### config.mk
export PLATFORM = sky130hd
export DESIGN_NAME = hsbf_ram
export DESIGN_NICKNAME = d
export VERILOG_FILES = /design/src/hdl/hsbf_ram.sv
export SDC_FILE = /design/constraint.sdc
export NUM_CORES = 2
export LEC_CHECK = 0
export ABC_AREA = 1
export BUFFER_PORTS_ARGS = -buffer_cell sky130_fd_sc_hd__buf_2
export CORE_UTILIZATION = 35
export DETAILED_ROUTE_END_ITERATION = 12
export SETUP_SLACK_MARGIN = 0.5
export SYNTH_ARGS = -nofsm -noshare
export SYNTH_HDL_FRONTEND = slang
export SYNTH_SLANG_ARGS = --single-unit
### constraint.sdc
create_clock -name clk -period 6.9 [get_ports clk]
set_clock_uncertainty 0.05 [all_clocks]
set_input_delay 1.38 -clock clk [delete_from_list [all_inputs] [get_ports clk]]
set_output_delay 1.38 -clock clk [all_outputs]
set_load 0.01 [all_outputs]
### src/hdl/hsbf_ram.sv
// generic single port ram with registered read
`timescale 1ns / 1ps
module hsbf_ram #(
  parameter int WIDTH = 8,
  parameter int DEPTH = 256
) (
  input  logic                     clk,
  input  logic                     we,
  input  logic [$clog2(DEPTH)-1:0] addr,
  input  logic [WIDTH-1:0]         wdata,
  output logic [WIDTH-1:0]         rdata
);
  logic [WIDTH-1:0] mem [DEPTH];

  always_ff @(posedge clk) begin
    if (we) begin
      mem[addr] <= wdata;
    end
    rdata <= mem[addr];
  end
endmodule

==> flow_summary.yaml <==
timing:
  fin_crit_sh: 0.6485
  hold_violations: 0
  hold_ws_ns: 0.8534
  grt_setup_unrepaired: "no"
  setup_violations: 0
  worst_slew_pin_slew_ns: 1.298
  fmax_mhz: 223.5
  tns_ns: 0
  period_minus_slack_ns: 4.474
  final_max_slew_viol_count: 0
  relSlewSlack: 0.1329
detailed_routing:
  drcViolationCount: 0
  wl_um: 227900
  top_layer: "met4"
  ant_nets: 0
  viasPerCell: 4.924
  drt-met1-wl_um: 96890
  wl_met2_um: 107000
  vias: 55520
  dr.pass1.iters: 5
  drt_iter0_drc: 5734
  post_drt_wl_per_cell_um: 20.21
  wl_met3_um: 15830
power:
  power_mw: 26.56
  p_leak_nw: 36.91
  power_density_nw_per_um2: 279.8
  ir_drop_v: 0.0002464
die:
  die_area_um2: 244400
  die_y_um: 494.4
  ios: 26
  start_util: 0.3525
  fp.coreArea_um2: 240800
  die_x_um: 494.4
  rows: 180
setup_path:
  cp.arrival_ns: 5.12
  end_kind: "register"
  crit_required_ns: 7.55
  reg2regPathDepth: 12
  path_max_fanout: 154
  critPathKind: "in2reg"
  startpoint_type: "primary input"
yosys:
  synthesis.instances: 8021
  postSynthAreaPerCell_um2: 10.58
  synth_seq_area_share: 0.7266
  ys_ff_latch: 2056
  ys_types: 18
  yosysWarnings: 0
  netlist_area_um2: 84860
  synth_nets: 8039
clocking:
  htreeDepth: 4
  cts.sinks: 2056
  post_cts_resized: 0
  cts_setup_buffers: 0
  max-clock-path-buffers: 3
  cts.clk_slew.worst_paths_ns: 0.06
  numCtsBuffers: 207
  clk_latency_ns: 0.84
  clockRootBuffer: "clkbuf_16"
  cts_tree: "built"
  hold_buffers: 0
placed_design:
  place_area_um2: 88110
  port_buffers: 25
  dp_hpwl_um: 126500
  routabilityCongestion: 0.8367
grt:
  overflow: 0
  antenna_found_initial: 6
  grt_pass1_wl_um: 342800
  grt_pass1_vias: 54050
  grt_max_degree: 194
  grt_usage: 0.1852
hold_path:
  min_path_type: "reg2reg"
  hold_depth: 10
finish:
  syn_to_final_growth_pct: 11.84
  multiInputGateArea_um2: 21240
  final_util: 0.3942
  fin_nets: 7928
  layout-drive-gt1-share: 0.05007
  fillers: 22870
  stdcell_area_um2: 94900
  ff_latch_area_um2: 61660
status:
  outcome: "completed"
job:
  maxCapViolations: 0
[per-stage QoR]
stage	worst slack, ns	cells
after floorplan	3.630	8021
after global placement	1.814	10890
after detailed placement	1.790	10890
after CTS	2.677	11270
after global routing	2.397	11280
final	2.426	11280
[power breakdown]
part	leakage [nW]	internal (mW)	switching, mW
sequential	18.5	13.8	0.0195
clock	3.31	6.51	4.79
combinational	15.1	0.311	1.15
total	36.9	20.6	5.97
[area by class of cell]
cell class | instances | share of cell area
clock buffer | 261 | 0.05813
timing repair buffer | 97 | 0.01123
clock inverter | 127 | 0.01339
multi-input combinational | 5513 | 0.2238
tap | 3185 | 0.04199
sequential | 2056 | 0.6497
inverter | 35 | 0.001740
antenna | 2 | 0.00005274
[state kept, by name, indices dropped and copies added, names as in the netlist]
signal,count
mem,2048
rdata,8
[final timing paths]
check                                  from       end  slack, ns
worst max-delay path                addr[1]  rdata[7]       2.43
worst min-delay path             mem[58][0]  rdata[0]       0.85
worst max register to register  mem[178][5]  rdata[5]       3.91
worst min register to register   mem[58][0]  rdata[0]       0.85
[synth_stat cells]
library cell,count,area share
a21oi_1,32,0.0019
buf_1,52,0.0023
buf_2,182,0.011
buf_4,6,0.00053
buf_6,7,0.00093
clkbuf_1,170,0.0075
dfxtp_1,8,0.0019
edfxtp_1,2048,0.72
inv_1,31,0.0014
inv_2,2,0.000089
inv_4,2,0.00015
nand2_1,4770,0.21
nand2_4,1,0.00013
nand3_1,188,0.011
nor2_1,361,0.016
nor2_8,1,0.00024
o21ai_0,41,0.0024
o21ai_1,119,0.0070
[logic make-up (layout without fill, tap and decap cells)]
family / count (synthesis) / in the layout / synth area share
AOI/OAI and AO/OA: 192 / 192 / 0.01132
other: 0 / 2 / 0
DFF: 2056 / 2056 / 0.7266
and+or+nand+nor: 5321 / 5321 / 0.2384
buffers and inverters: 452 / 520 / 0.02362
[placed cells by master, fill, tap and decap left out, types with 15 or more instances in the layout]
cell type / n
clkinv_2: 36
buf_2: 15
o21ai_0: 41
clkinv_1: 51
buf_4: 48
a21oi_1: 32
nor2_1: 356
inv_1: 29
clkbuf_16: 210
o21ai_1: 119
clkbuf_1: 44
nand2_1: 4768
buf_12: 24
nand3_1: 188
bufinv_16: 23
edfxtp_1: 2048
[per-layer routing]
layer,track usage,up-vias
met3,0.02815,424
met2,0.3010,1914
met1,0.2506,27040
li1,-,26140
met5,0,-
met4,0.06762,0
[critical path: stages]
cell	delay, ns
buf_8	0.39
inv_16	0.31
buf_4	0.55
nand2_1	0.18
nand2_1	0.07
nand2_1	0.06
nand2_1	0.09
o21ai_0	0.51
nand2_1	0.11
nor2_1	0.46
nor2_1	0.08
nor2_1	0.61
nand2_1	0.10
Power figures use the tool's default switching activity.
