<file path="src/hdl/hsbf_pkg.sv">
// shared constants and types for the hash slice bloom filter
`timescale 1ns / 1ps
package hsbf_pkg;
  localparam int MAX_FILTER_BITS = 1048576;
  localparam int HASH_BYTES      = 24;
  localparam int MAX_SLICES      = 12;
  localparam int STORE_BYTES     = MAX_FILTER_BITS / 8;
  localparam int ADDR_W          = $clog2(STORE_BYTES);
  localparam int POS_W           = $clog2(MAX_FILTER_BITS + 1);
  localparam int HASH_W          = 8 * HASH_BYTES;
  localparam int BYTE_CNT_W      = $clog2(HASH_BYTES + 1);

  localparam logic [2:0] MODE_ADD   = 3'd0;
  localparam logic [2:0] MODE_MATCH = 3'd1;
  localparam logic [2:0] MODE_WRITE = 3'd2;
  localparam logic [2:0] MODE_READ  = 3'd3;
  localparam logic [2:0] MODE_CLEAR = 3'd4;

  localparam logic CFG_NUM_HASHES  = 1'b0;
  localparam logic CFG_FILTER_BITS = 1'b1;

  typedef struct packed {
    logic [2:0]  mode;
    logic [63:0] hash_low;
    logic [63:0] hash_mid;
    logic [63:0] hash_high;
    logic [16:0] byte_index;
    logic [7:0]  byte_value;
  } in_beat_t;

  typedef struct packed {
    logic       matched;
    logic [7:0] read_value;
  } out_beat_t;

  typedef struct packed {
    logic       index;
    logic [20:0] data;
  } cfg_beat_t;

  // control between sequencer and modulo unit
  typedef struct packed {
    logic       start;
    logic [7:0] digit;
  } mod_cmd_t;
endpackage

</file>
<file path="src/hdl/hsbf_mod.sv">
// shared residue unit: r = (r*256 + digit) mod m, one digit per call
`timescale 1ns / 1ps
module hsbf_mod import hsbf_pkg::*; (
  input  logic             clk,
  input  logic             rst,
  input  mod_cmd_t         cmd,
  input  logic             clr,
  input  logic [POS_W-1:0] m,
  output logic [POS_W-1:0] r,
  output logic             busy
);
  // acc holds r*256+digit, reduced bit by bit from the top
  logic [POS_W+7:0] acc;
  logic [3:0]       cnt;
  logic [POS_W+7:0] msh;
  logic [POS_W+7:0] cand;

  always_comb begin
    msh  = {8'd0, m} << cnt[2:0];
    cand = acc - msh;
  end

  always_ff @(posedge clk) begin
    if (rst) begin
      busy <= 1'b0;
      cnt  <= '0;
      r    <= '0;
      acc  <= '0;
    end else if (clr) begin
      r <= '0;
    end else if (cmd.start) begin
      acc  <= {r, cmd.digit};
      cnt  <= 4'd7;
      busy <= 1'b1;
    end else if (busy) begin
      // restoring subtract of m shifted left by cnt
      if (acc >= msh) begin
        acc <= cand;
      end
      if (cnt == 4'd0) begin
        busy <= 1'b0;
        r    <= (acc >= msh) ? cand[POS_W-1:0] : acc[POS_W-1:0];
      end else begin
        cnt <= cnt - 4'd1;
      end
    end
  end
endmodule
</file>
<file path="config.mk">
export PLATFORM = sky130hd
export DESIGN_NAME = hsbf_mod
export DESIGN_NICKNAME = d
export VERILOG_FILES = /design/src/hdl/hsbf_pkg.sv /design/src/hdl/hsbf_mod.sv
export SDC_FILE = /design/constraint.sdc
export NUM_CORES = 1
export LEC_CHECK = 0
export BUFFER_PORTS_ARGS = -buffer_cell sky130_fd_sc_hd__buf_2
export CAP_MARGIN = 30
export CORE_UTILIZATION = 60
export CTS_CLUSTER_SIZE = 10
export DETAILED_ROUTE_END_ITERATION = 12
export PLACE_DENSITY = 0.81
export RECOVER_POWER = 50
export SKIP_CTS_REPAIR_TIMING = 1
export SYNTH_ARGS = -nofsm -noshare
export SYNTH_HDL_FRONTEND = slang
export SYNTH_SLANG_ARGS = --single-unit
export TNS_END_PERCENT = 100
</file>
<file path="constraint.sdc">
create_clock -name clk -period 5.2 [get_ports clk]
set_input_delay 0.26 -clock clk [delete_from_list [all_inputs] [get_ports clk]]
set_output_delay 0.26 -clock clk [all_outputs]
set_load 0.05 [all_outputs]
</file>
==> run metrics, run 1 <==
RSZ-0062 raised after global routing=no; synthesized area=5007 um2; Synth Net Count=679; DP HPWL=11.35 mm; Worst Hold Class=in -> reg; final setup fails=0; Setup crit end kind=flop; maximum VDD drop=0.0001541 V; share of layout cells above drive strength 1=0.1404; Power Total=1.637 mW; Rows=32; clock-pin transition on the worst setup and hold timing paths=0.12 ns; worst setup margin=0.7109 ns; cell area after placement=5248 um2; CTS Buf Count=5; DIE HEIGHT=93.36 um; synthesized flop and latch total=55; measured slew at the worst slew-check pin=0.9778 ns; Pins Over Slew Limit=0; CP max FO=23; Avg Cell Area, Syn=8.129 um2; hold path startpoint=cmd[7]; arrival time at the worst endpoint=4.76 ns; final non-filler cell area=5333 um2; Hold Path Depth=3; vias in the first global route=4490; Final ANT Viol Nets=0; clk root buf=clkbuf_8; area leader, netlist=dfxtp_1; Ys Warns=0; Synth top area share=0.2199; R2R depth=12; Clock Path Buffers=2; status=complete, no violations; Remaining Overflow, GRT=0; Max Clock Freq=0.2228 GHz; P&R area growth vs syn=6.497%; GP Congestion=0.9425; Post-Syn Instances=616; nets@finish=710; CORE AREA=7888 um2; DR WL/cell=19.85 um; clock sink count=55; CP startpoint kind=flop; max-cap viol count=0; final period utilization=0.8633; DRC=0; Crit path max-delay family=compound AO/OA/AOI/OAI gates; power per cell area=306.9 nW/um2; Seq/Total Area, Yosys=0.2199; largest net degree at the start of global routing=41; Layout Cells excl Fill=750; drt total wl=14.89 mm; Buf/Inv on CP=1; Die ar.=8715 um2; Area contributors post-synth=dfxtp_1 22%, mux2i_1 8.0%, ha_1 7.2%, mux4_2 6.7%, a21oi_1 5.5%; Post-synth EDFFs=0; post-placement cell count=741; CP Class=reg -> reg; largest stage delay on the critical path=0.61 ns; Reg-to-Reg End=r[8]$_SDFFE_PP0P_; I/O Buffers=54; Final Core Density=0.6761; GR Util All Layers=0.3495; Setup TNS Final=0 ns; first-pass GRT wire length=23.43 mm; leakage=2.174 nW; ys async rst share=0; FF-to-FF Start=cnt[0]$_SDFFE_PP0P_; slowest CP cell=a31o_2; Clock Skew=0.01284 ns; boundary pin count=55; pre-CTS WS=0.7419 ns; Hold WS=0.1748 ns; via density per instance=6.525; Post-synth top flop=dfxtp_1; relative slew slack=0.3474; clock latency at the later pin of the worst-skew pair=0.33 ns; antenna violations before repair=0; die width=93.36 um; setup slack, reg-to-reg=0.71 ns; fin crit period=4.489 ns; synth unique cells=79; Starting Density=0.6348; Detailed Routing Iterations Pass 1=5; Initial DRC Count=339; CTS tree=built; antenna diode count=0; H-tree depth=2; WP data required=5.47 ns; Worst Hold End=acc[7]$_SDFFE_PP0P_; crit-path cells=buf_4, mux4_2, nor2b_1, a31oi_1, ha_1, nand3_1, a211o_2, a311oi_2, or2_1, a31o_2, mux2_2, a21oi_1; DR vias=4894; Hold Vio Cnt, Final=0
[how the worst max path moves through the flow]
stage                     depth (start not counted)                end  slack [ns]                 from
after detailed placement                         11  r[8]$_SDFFE_PP0P_        0.74  cnt[1]$_SDFFE_PP0P_
after global routing                             11  r[8]$_SDFFE_PP0P_        0.47  cnt[0]$_SDFFE_PP0P_
after floorplan                                  15  r[4]$_SDFFE_PP0P_        1.41  cnt[0]$_SDFFE_PP0P_
after CTS                                        11  r[8]$_SDFFE_PP0P_        0.73  cnt[1]$_SDFFE_PP0P_
after global placement                           11  r[8]$_SDFFE_PP0P_        0.82  cnt[1]$_SDFFE_PP0P_
final                                            12  r[8]$_SDFFE_PP0P_        0.71  cnt[0]$_SDFFE_PP0P_
[routing by layer]
metal  track usage  routed length (um)  vias up
met5             0                   0        -
met4        0.1282                 497        0
li1              -                   -     2371
met1        0.4573                6217     2317
met3       0.05772                 925       25
met2        0.5778                7248      181
[layout make-up]
cell class,instances,area [um2]
Clock buffer,5,68.82
Clock inverter,3,33.78
Fill cell,708,2555
Inverter,21,78.83
Multi-Input combinational cell,501,3585
Sequential cell,55,1101
Tap cell,102,127.6
Timing Repair Buffer,63,337.8
[registers in the layout, summed over array words and instances, names as in the netlist]
register	flops
busy	1
r	21
cnt	4
acc	29
[placed cells by master (no fill, tap or decap), drive strengths merged, types with 4 or more instances in the layout]
master	count
nor2	65
nand2	64
a21oi	55
dfxtp	55
buf	41
mux2i	40
o21ai	37
ha	29
clkbuf	27
nand3	23
inv	23
a311oi	18
mux4	15
a211oi	13
a21o	13
xnor2	10
a31oi	10
nor2b	8
xor2	8
nand4	7
o211ai	7
and3	6
nand2b	5
o21bai	5
nor3	5
nor3b	4
mux2	4
a211o	4
and4	4
and2	4
[cells in the mapped netlist (12+ instances only)]
| cell type | count |
|---|---|
| dfxtp_1 | 55 |
| a311oi_1 | 17 |
| nor2_1 | 64 |
| mux2i_1 | 40 |
| mux4_2 | 15 |
| nand2_1 | 63 |
| a211oi_1 | 13 |
| o21ai_0 | 36 |
| nand3_1 | 23 |
| a21oi_1 | 55 |
| ha_1 | 29 |
| clkbuf_1 | 18 |
| a21o_1 | 12 |
| inv_1 | 21 |
[kinds of logic (layout without fill, tap and decap cells)]
| family | Yosys count | after routing | synth area share |
|---|---|---|---|
| buffers and inverters | 60 | 92 | 0.06497 |
| AO/OA/AOI/OAI | 190 | 190 | 0.2586 |
| flip-flops | 55 | 55 | 0.2199 |
| XOR/XNOR | 18 | 18 | 0.03148 |
| adder cells (fa/ha/maj) | 30 | 30 | 0.07646 |
| multiplexers | 59 | 59 | 0.1564 |
| AND/OR/NAND/NOR | 204 | 204 | 0.1922 |
[worst min-delay path: stages]
cell and delay, ns:
buf_2 0.09, nand2_1 0.05, a31oi_1 0.07
[report_power, final]
group / internal [mW] / total, mW / switching [mW]
Sequential: 0.450 / 0.486 / 0.0357
Combinational: 0.340 / 0.876 / 0.537
Clock: 0.103 / 0.275 / 0.172
Total: 0.893 / 1.64 / 0.744
Note: power is estimated with default switching activity, not from simulation.
==> run 2, diff against run 1 <==
--- a/config.mk
+++ b/config.mk
@@ -10,6 +10,7 @@
 export CORE_UTILIZATION = 60
 export CTS_CLUSTER_SIZE = 10
 export DETAILED_ROUTE_END_ITERATION = 12
+export GPL_TIMING_DRIVEN = 0
 export PLACE_DENSITY = 0.81
 export RECOVER_POWER = 50
 export SKIP_CTS_REPAIR_TIMING = 1
==> run 2 against run 1 <==
  * Fmax decreased by 6.1%
  * Register-to-register slack got worse by 0.29 ns
  * Sequential share of layout area shrank 0.54 points
  * Wire length up 12%
  * Setup slack lost 0.29 ns
  * Global-route usage is 4.4 points higher
  * Cell area up 2.7%
  * Die area did not move
  * Clock power rose by 9.1%
  * Core utilization grew 1.8 points
  * Sequential power down 1%
==> run metrics, run 2 (synthesis gave the netlist of run 1 again) <==
RSZ-0062 raised after global routing=no; Worst Hold End=acc[6]$_SDFFE_PP0P_; CORE AREA=7888 um2 (unchanged); Remaining Overflow, GRT=0 (unchanged); hold path startpoint=cmd[6]; Initial DRC Count=627 (+85%); CP most frequent cell=clkbuf_1; R2R depth=15 (+3); Clock Skew=0.007031 ns (-0.005813 ns); Buf/Inv on CP=4 (+3); largest net degree at the start of global routing=18 (-56%); die width=93.36 um (unchanged); Setup crit end kind=flop; boundary pin count=55 (unchanged); DRC=0 (unchanged); clock latency at the later pin of the worst-skew pair=0.32 ns (about the same); nets@finish=740 (+4.2%); Layout Cells excl Fill=780 (+4.0%); worst setup margin=0.4196 ns (-0.2913 ns); first-pass GRT wire length=26.15 mm (+12%); antenna violations before repair=0 (unchanged); DIE HEIGHT=93.36 um (unchanged); largest stage delay on the critical path=0.49 ns (-0.12 ns); CTS tree=built; max-cap viol count=0 (unchanged); status=complete, no violations; Hold Vio Cnt, Final=0 (unchanged); Hold WS=0.1986 ns (+0.02371 ns); arrival time at the worst endpoint=5.04 ns (+0.28 ns); Die ar.=8715 um2 (unchanged); GR Util All Layers=0.3936 (+0.04414); share of layout cells above drive strength 1=0.1386 (-0.001789); measured slew at the worst slew-check pin=1.012 ns (+0.03381 ns); Setup TNS Final=0 ns (unchanged); Hold Path Depth=3 (unchanged); fin crit period=4.780 ns (+0.2913 ns); Rows=32 (unchanged); Reg-to-Reg End=r[4]$_SDFFE_PP0P_; CP max FO=10 (-57%); DR vias=5366 (+9.6%); final period utilization=0.9193 (+0.05601); leakage=2.240 nW (+3.1%); slowest CP cell=clkbuf_1; number of flip-flops in the largest register=29 (unchanged); DR WL/cell=21.29 um (+7.2%); CP startpoint kind=flop; DP HPWL=12.75 mm (+12%); P&R area growth vs syn=9.370%; setup slack, reg-to-reg=0.42 ns (-0.29 ns); relative slew slack=0.3200 (-0.02744); Pins Over Slew Limit=0 (unchanged); final non-filler cell area=5477 um2 (+2.7%); Power Total=1.734 mW (+6.0%); FF-to-FF Start=cnt[1]$_SDFFE_PP0P_; clk root buf=clkbuf_8; via density per instance=6.879 (+5.4%); WP data required=5.46 ns (about the same); largest reg by FF count=acc; most frequent cells in the layout=64 x nor2_1, 63 x nand2_1, 55 x a21oi_1, 55 x dfxtp_1, 43 x clkbuf_1; Max Clock Freq=0.2092 GHz (-6.1%); Final Core Density=0.6943 (+0.01824); antenna diode count=0 (unchanged); drt total wl=16.61 mm (+12%); biggest regs=acc (29), r (21), cnt (4); clock sink count=55 (unchanged); power per cell area=316.7 nW/um2 (+3.2%); commonest non-fill, non-tap cell in the layout=nor2_1; Clock Path Buffers=2 (unchanged); I/O Buffers=54 (unchanged); CTS Buf Count=5 (unchanged); Worst Hold Class=in -> reg; Crit path max-delay family=buffers and inverters; crit-path cells=clkbuf_1, clkbuf_1, mux4_2, mux2i_1, ha_1, nand2_2, o21bai_1, a211o_1, a311oi_1, or2_0, buf_6, a31o_2, clkbuf_2, mux2_1, a21oi_1; Detailed Routing Iterations Pass 1=6 (+1); Starting Density=0.6348 (unchanged); pre-CTS WS=0.6864 ns (-0.05553 ns); final setup fails=0 (unchanged); post-placement cell count=772 (+4.2%); cell area after placement=5405 um2 (+3.0%); Final ANT Viol Nets=0 (unchanged); clock-pin transition on the worst setup and hold timing paths=0.11 ns (about the same); CP Class=reg -> reg; maximum VDD drop=0.0001599 V (+3.8%); GP Congestion=1.017 (+7.9%); H-tree depth=2 (unchanged); vias in the first global route=4916 (+9.5%)
[run 2: changes by cell type in the layout (fill, tap and decap cells not counted), moves of 3 or more]
cell	before	now
clkbuf_8	5	9
clkbuf_1	22	43
buf_2	32	35
buf_4	7	1
clkbuf_2	0	3
buf_1	0	5
[run 2: final cells by class]
cell class / instances / area, um2
sequential: 55 / 1101
timing repair buffer: 54 / 242.7
clock buffer: 6 / 72.57
inverter: 21 / 78.83
clock inverter: 2 / 38.79
fill: 642 / 2411
multi-input combinational: 501 / 3575
tap: 102 / 127.6
buffer: 39 / 240.2
[run 2: how the worst max path moves through the flow]
stage / start / to / slack [ns] / cells past startpoint
after floorplan: cnt[0]$_SDFFE_PP0P_ / r[4]$_SDFFE_PP0P_ / 1.41 / 15
after global placement: cnt[0]$_SDFFE_PP0P_ / acc[5]$_SDFFE_PP0P_ / 0.85 / 13
after detailed placement: cnt[0]$_SDFFE_PP0P_ / acc[14]$_SDFFE_PP0P_ / 0.69 / 13
after CTS: cnt[0]$_SDFFE_PP0P_ / acc[24]$_SDFFE_PP0P_ / 0.67 / 13
after global routing: cnt[0]$_SDFFE_PP0P_ / r[8]$_SDFFE_PP0P_ / 0.17 / 15
final: cnt[1]$_SDFFE_PP0P_ / r[4]$_SDFFE_PP0P_ / 0.42 / 15
[run 2: routing by layer]
metal	vias up	routed length (um)	global-route usage
li1	2426	-	-
met4	0	1009	0.1962
met1	2493	6472	0.5071
met2	359	7464	0.6330
met5	-	0	0
met3	88	1658	0.06911
[run 2: power by group]
part / switching (mW) / internal, mW / total (mW)
Combinational: 0.578 / 0.375 / 0.953
Clock: 0.154 / 0.146 / 0.300
Sequential: 0.0314 / 0.450 / 0.481
Total: 0.763 / 0.971 / 1.73
[run 2: worst min-delay path, cell delays in order]
cell and delay [ns]:
buf_2 0.09, nand2_1 0.06, a311oi_1 0.08
==> run 3, diff against run 2 <==
--- a/config.mk
+++ b/config.mk
@@ -7,11 +7,11 @@
 export LEC_CHECK = 0
 export BUFFER_PORTS_ARGS = -buffer_cell sky130_fd_sc_hd__buf_2
 export CAP_MARGIN = 30
-export CORE_UTILIZATION = 60
+export CORE_UTILIZATION = 65
 export CTS_CLUSTER_SIZE = 10
 export DETAILED_ROUTE_END_ITERATION = 12
 export GPL_TIMING_DRIVEN = 0
-export PLACE_DENSITY = 0.81
+export PLACE_DENSITY = 0.87
 export RECOVER_POWER = 50
 export SKIP_CTS_REPAIR_TIMING = 1
 export SYNTH_ARGS = -nofsm -noshare
==> constraint.sdc (replaced) <==
create_clock -name clk -period 5.5 [get_ports clk]
set_input_delay 0.275 -clock clk [delete_from_list [all_inputs] [get_ports clk]]
set_output_delay 0.275 -clock clk [all_outputs]
set_load 0.05 [all_outputs]
==> run 3 against run 2 <==
  * Combinational power fell by 6.1%
  * Highest routed layer unchanged
  * Clock-buffer cell count did not move
  * Cell area fell by 0.43%
  * Wire length rose by 0.99%
  * Core utilization rose by 4.9 points
  * Global-route usage rose by 2.2 points
  * Total power fell by 7.5%
  * Die area fell by 7.5%
  * First-iteration DRC count fell by 17%
  * Sequential cell count did not move
==> run metrics, run 3 (synthesis gave the netlist of run 1 again) <==
status=complete, no violations; CP Class=reg -> reg; GP Congestion=1.010 (-0.75%); power per cell area=294.1 nW/um2 (-7.1%); Remaining Overflow, GRT=0 (unchanged); die width=89.77 um (-3.8%); DR vias=5376 (+0.19%); Rows=31 (-3.1%); antenna violations before repair=0 (unchanged); clock sink count=55 (unchanged); Setup TNS Final=0 ns (unchanged); via density per instance=6.910 (+0.44%); nets@finish=741 (+0.14%); largest reg by FF count=acc; Die ar.=8059 um2 (-7.5%); worst setup margin=0.4409 ns (+0.02133 ns); clk root buf=clkbuf_8; most frequent cells in the layout=64 x nor2_1, 63 x nand2_1, 55 x a21oi_1, 55 x dfxtp_1, 42 x clkbuf_1; relative slew slack=0.3698 (+0.04977); drt total wl=16.77 mm (+0.99%); Hold Vio Cnt, Final=0 (unchanged); R2R depth=15 (unchanged); pre-CTS WS=0.9005 ns (+0.2141 ns); P&R area growth vs syn=8.896%; DR WL/cell=21.55 um (+1.2%); Power Total=1.604 mW (-7.5%); fin crit period=5.059 ns (+0.2787 ns); DRC=0 (unchanged); Clock Path Buffers=2 (unchanged); CORE AREA=7331 um2 (-7.1%); Setup crit end kind=flop; measured slew at the worst slew-check pin=0.9410 ns (-0.07062 ns); share of layout cells above drive strength 1=0.1384 (-0.0002042); Fill cells=589 (-8.3%); Hold Path Depth=3 (unchanged); vias in the first global route=4974 (+1.2%); CTS Buf Count=5 (unchanged); Setup crit start=cnt[1]$_SDFFE_PP0P_; WP data required=5.75 ns (+0.29 ns); I/O Buffers=54 (unchanged); CP startpoint kind=flop; GR Util All Layers=0.4152 (+0.02161); Pins Over Slew Limit=0 (unchanged); Hold WS=0.2044 ns (+0.005883 ns); hold path startpoint=cmd[6]; boundary pin count=55 (unchanged); CP max FO=10 (unchanged); RSZ-0062 raised after global routing=no; FF-to-FF Start=cnt[1]$_SDFFE_PP0P_; Max Clock Freq=0.1977 GHz (-5.5%); max-cap viol count=0 (unchanged); largest net degree at the start of global routing=19 (+1); leakage=2.238 nW (-0.12%); Worst Hold Class=in -> reg; final period utilization=0.9198 (about the same); arrival time at the worst endpoint=5.31 ns (+0.27 ns); clock-pin transition on the worst setup and hold timing paths=0.11 ns (about the same); maximum VDD drop=0.0001872 V (+17%); Initial DRC Count=522 (-17%); Final Core Density=0.7438 (+0.04949); Starting Density=0.6831 (+0.04822); antenna diode count=0 (unchanged); commonest non-fill, non-tap cell in the layout=nor2_1; biggest regs=acc (29), r (21), cnt (4); first-pass GRT wire length=26.28 mm (+0.50%); Detailed Routing Iterations Pass 1=5 (-1); clock latency at the later pin of the worst-skew pair=0.32 ns (about the same); final setup fails=0 (unchanged); Final ANT Viol Nets=0 (unchanged); DP HPWL=13.15 mm (+3.2%); DIE HEIGHT=89.77 um (-3.8%); CTS tree=built; H-tree depth=2 (unchanged); Clock Skew=0.01381 ns (+0.006784 ns); number of flip-flops in the largest register=29 (unchanged)
==> run 3: changes by cell type in the layout (fill, tap and decap cells not counted) <==
cell	change
a31oi_1	+1
a31oi_4	-1
buf_1	+1
buf_4	+1
bufinv_16	-1
clkbuf_1	-1
clkbuf_2	-1
clkbuf_8	+1
inv_6	+1
==> run 3: path summary, 6_finish.rpt <==
check	end	slack (ns)
worst max-delay path	r[0]$_SDFFE_PP0P_	0.44
worst min-delay path	acc[6]$_SDFFE_PP0P_	0.20
worst max register to register	r[0]$_SDFFE_PP0P_	0.44
worst min register to register	r[18]$_SDFFE_PP0P_	0.49
==> run 3: cell type report <==
class	instances	area, um2	share of cell area
buffer	39	239.0	0.04383
clock buffer	6	82.58	0.01514
clock inverter	2	17.52	0.003212
inverter	21	78.83	0.01446
multi-input combinational	501	3560	0.6528
sequential	55	1101	0.2019
tap	99	123.9	0.02272
timing repair buffer	55	250.2	0.04589
==> run 3: report_power, final <==
group	leakage, nW	internal (mW)	switching, mW
logic	1.74	0.352	0.543
registers	0.449	0.425	0.0293
clock network	0.0522	0.106	0.148
==> run 3: worst max-delay path, cell delays in order, from the launching register on <==
cell	delay, ns
dfxtp_1	0.41
clkbuf_1	0.47
clkbuf_1	0.51
mux4_2	0.42
mux2i_1	0.28
ha_1	0.17
clkbuf_1	0.26
o21a_1	0.20
o21bai_1	0.08
a211o_1	0.34
a311oi_1	0.48
or2_0	0.20
buf_6	0.12
a31oi_1	0.32
or4_4	0.64
o211ai_2	0.10
==> run 3: through the flow <==
stage / std cells / cell area, um2
2_1_floorplan: 616 / 5007
3_3_place_gp: 769 / 5401
3_5_place_dp: 770 / 5409
4_1_cts: 778 / 5509
5_1_grt: 778 / 5453
6_report: 778 / 5453
==> run 3: layer usage <==
metal  track usage  wire length [um]
met4        0.2281               966
met2        0.6538              7438
met5             0                 0
met3       0.05922              1615
met1        0.5480              6749
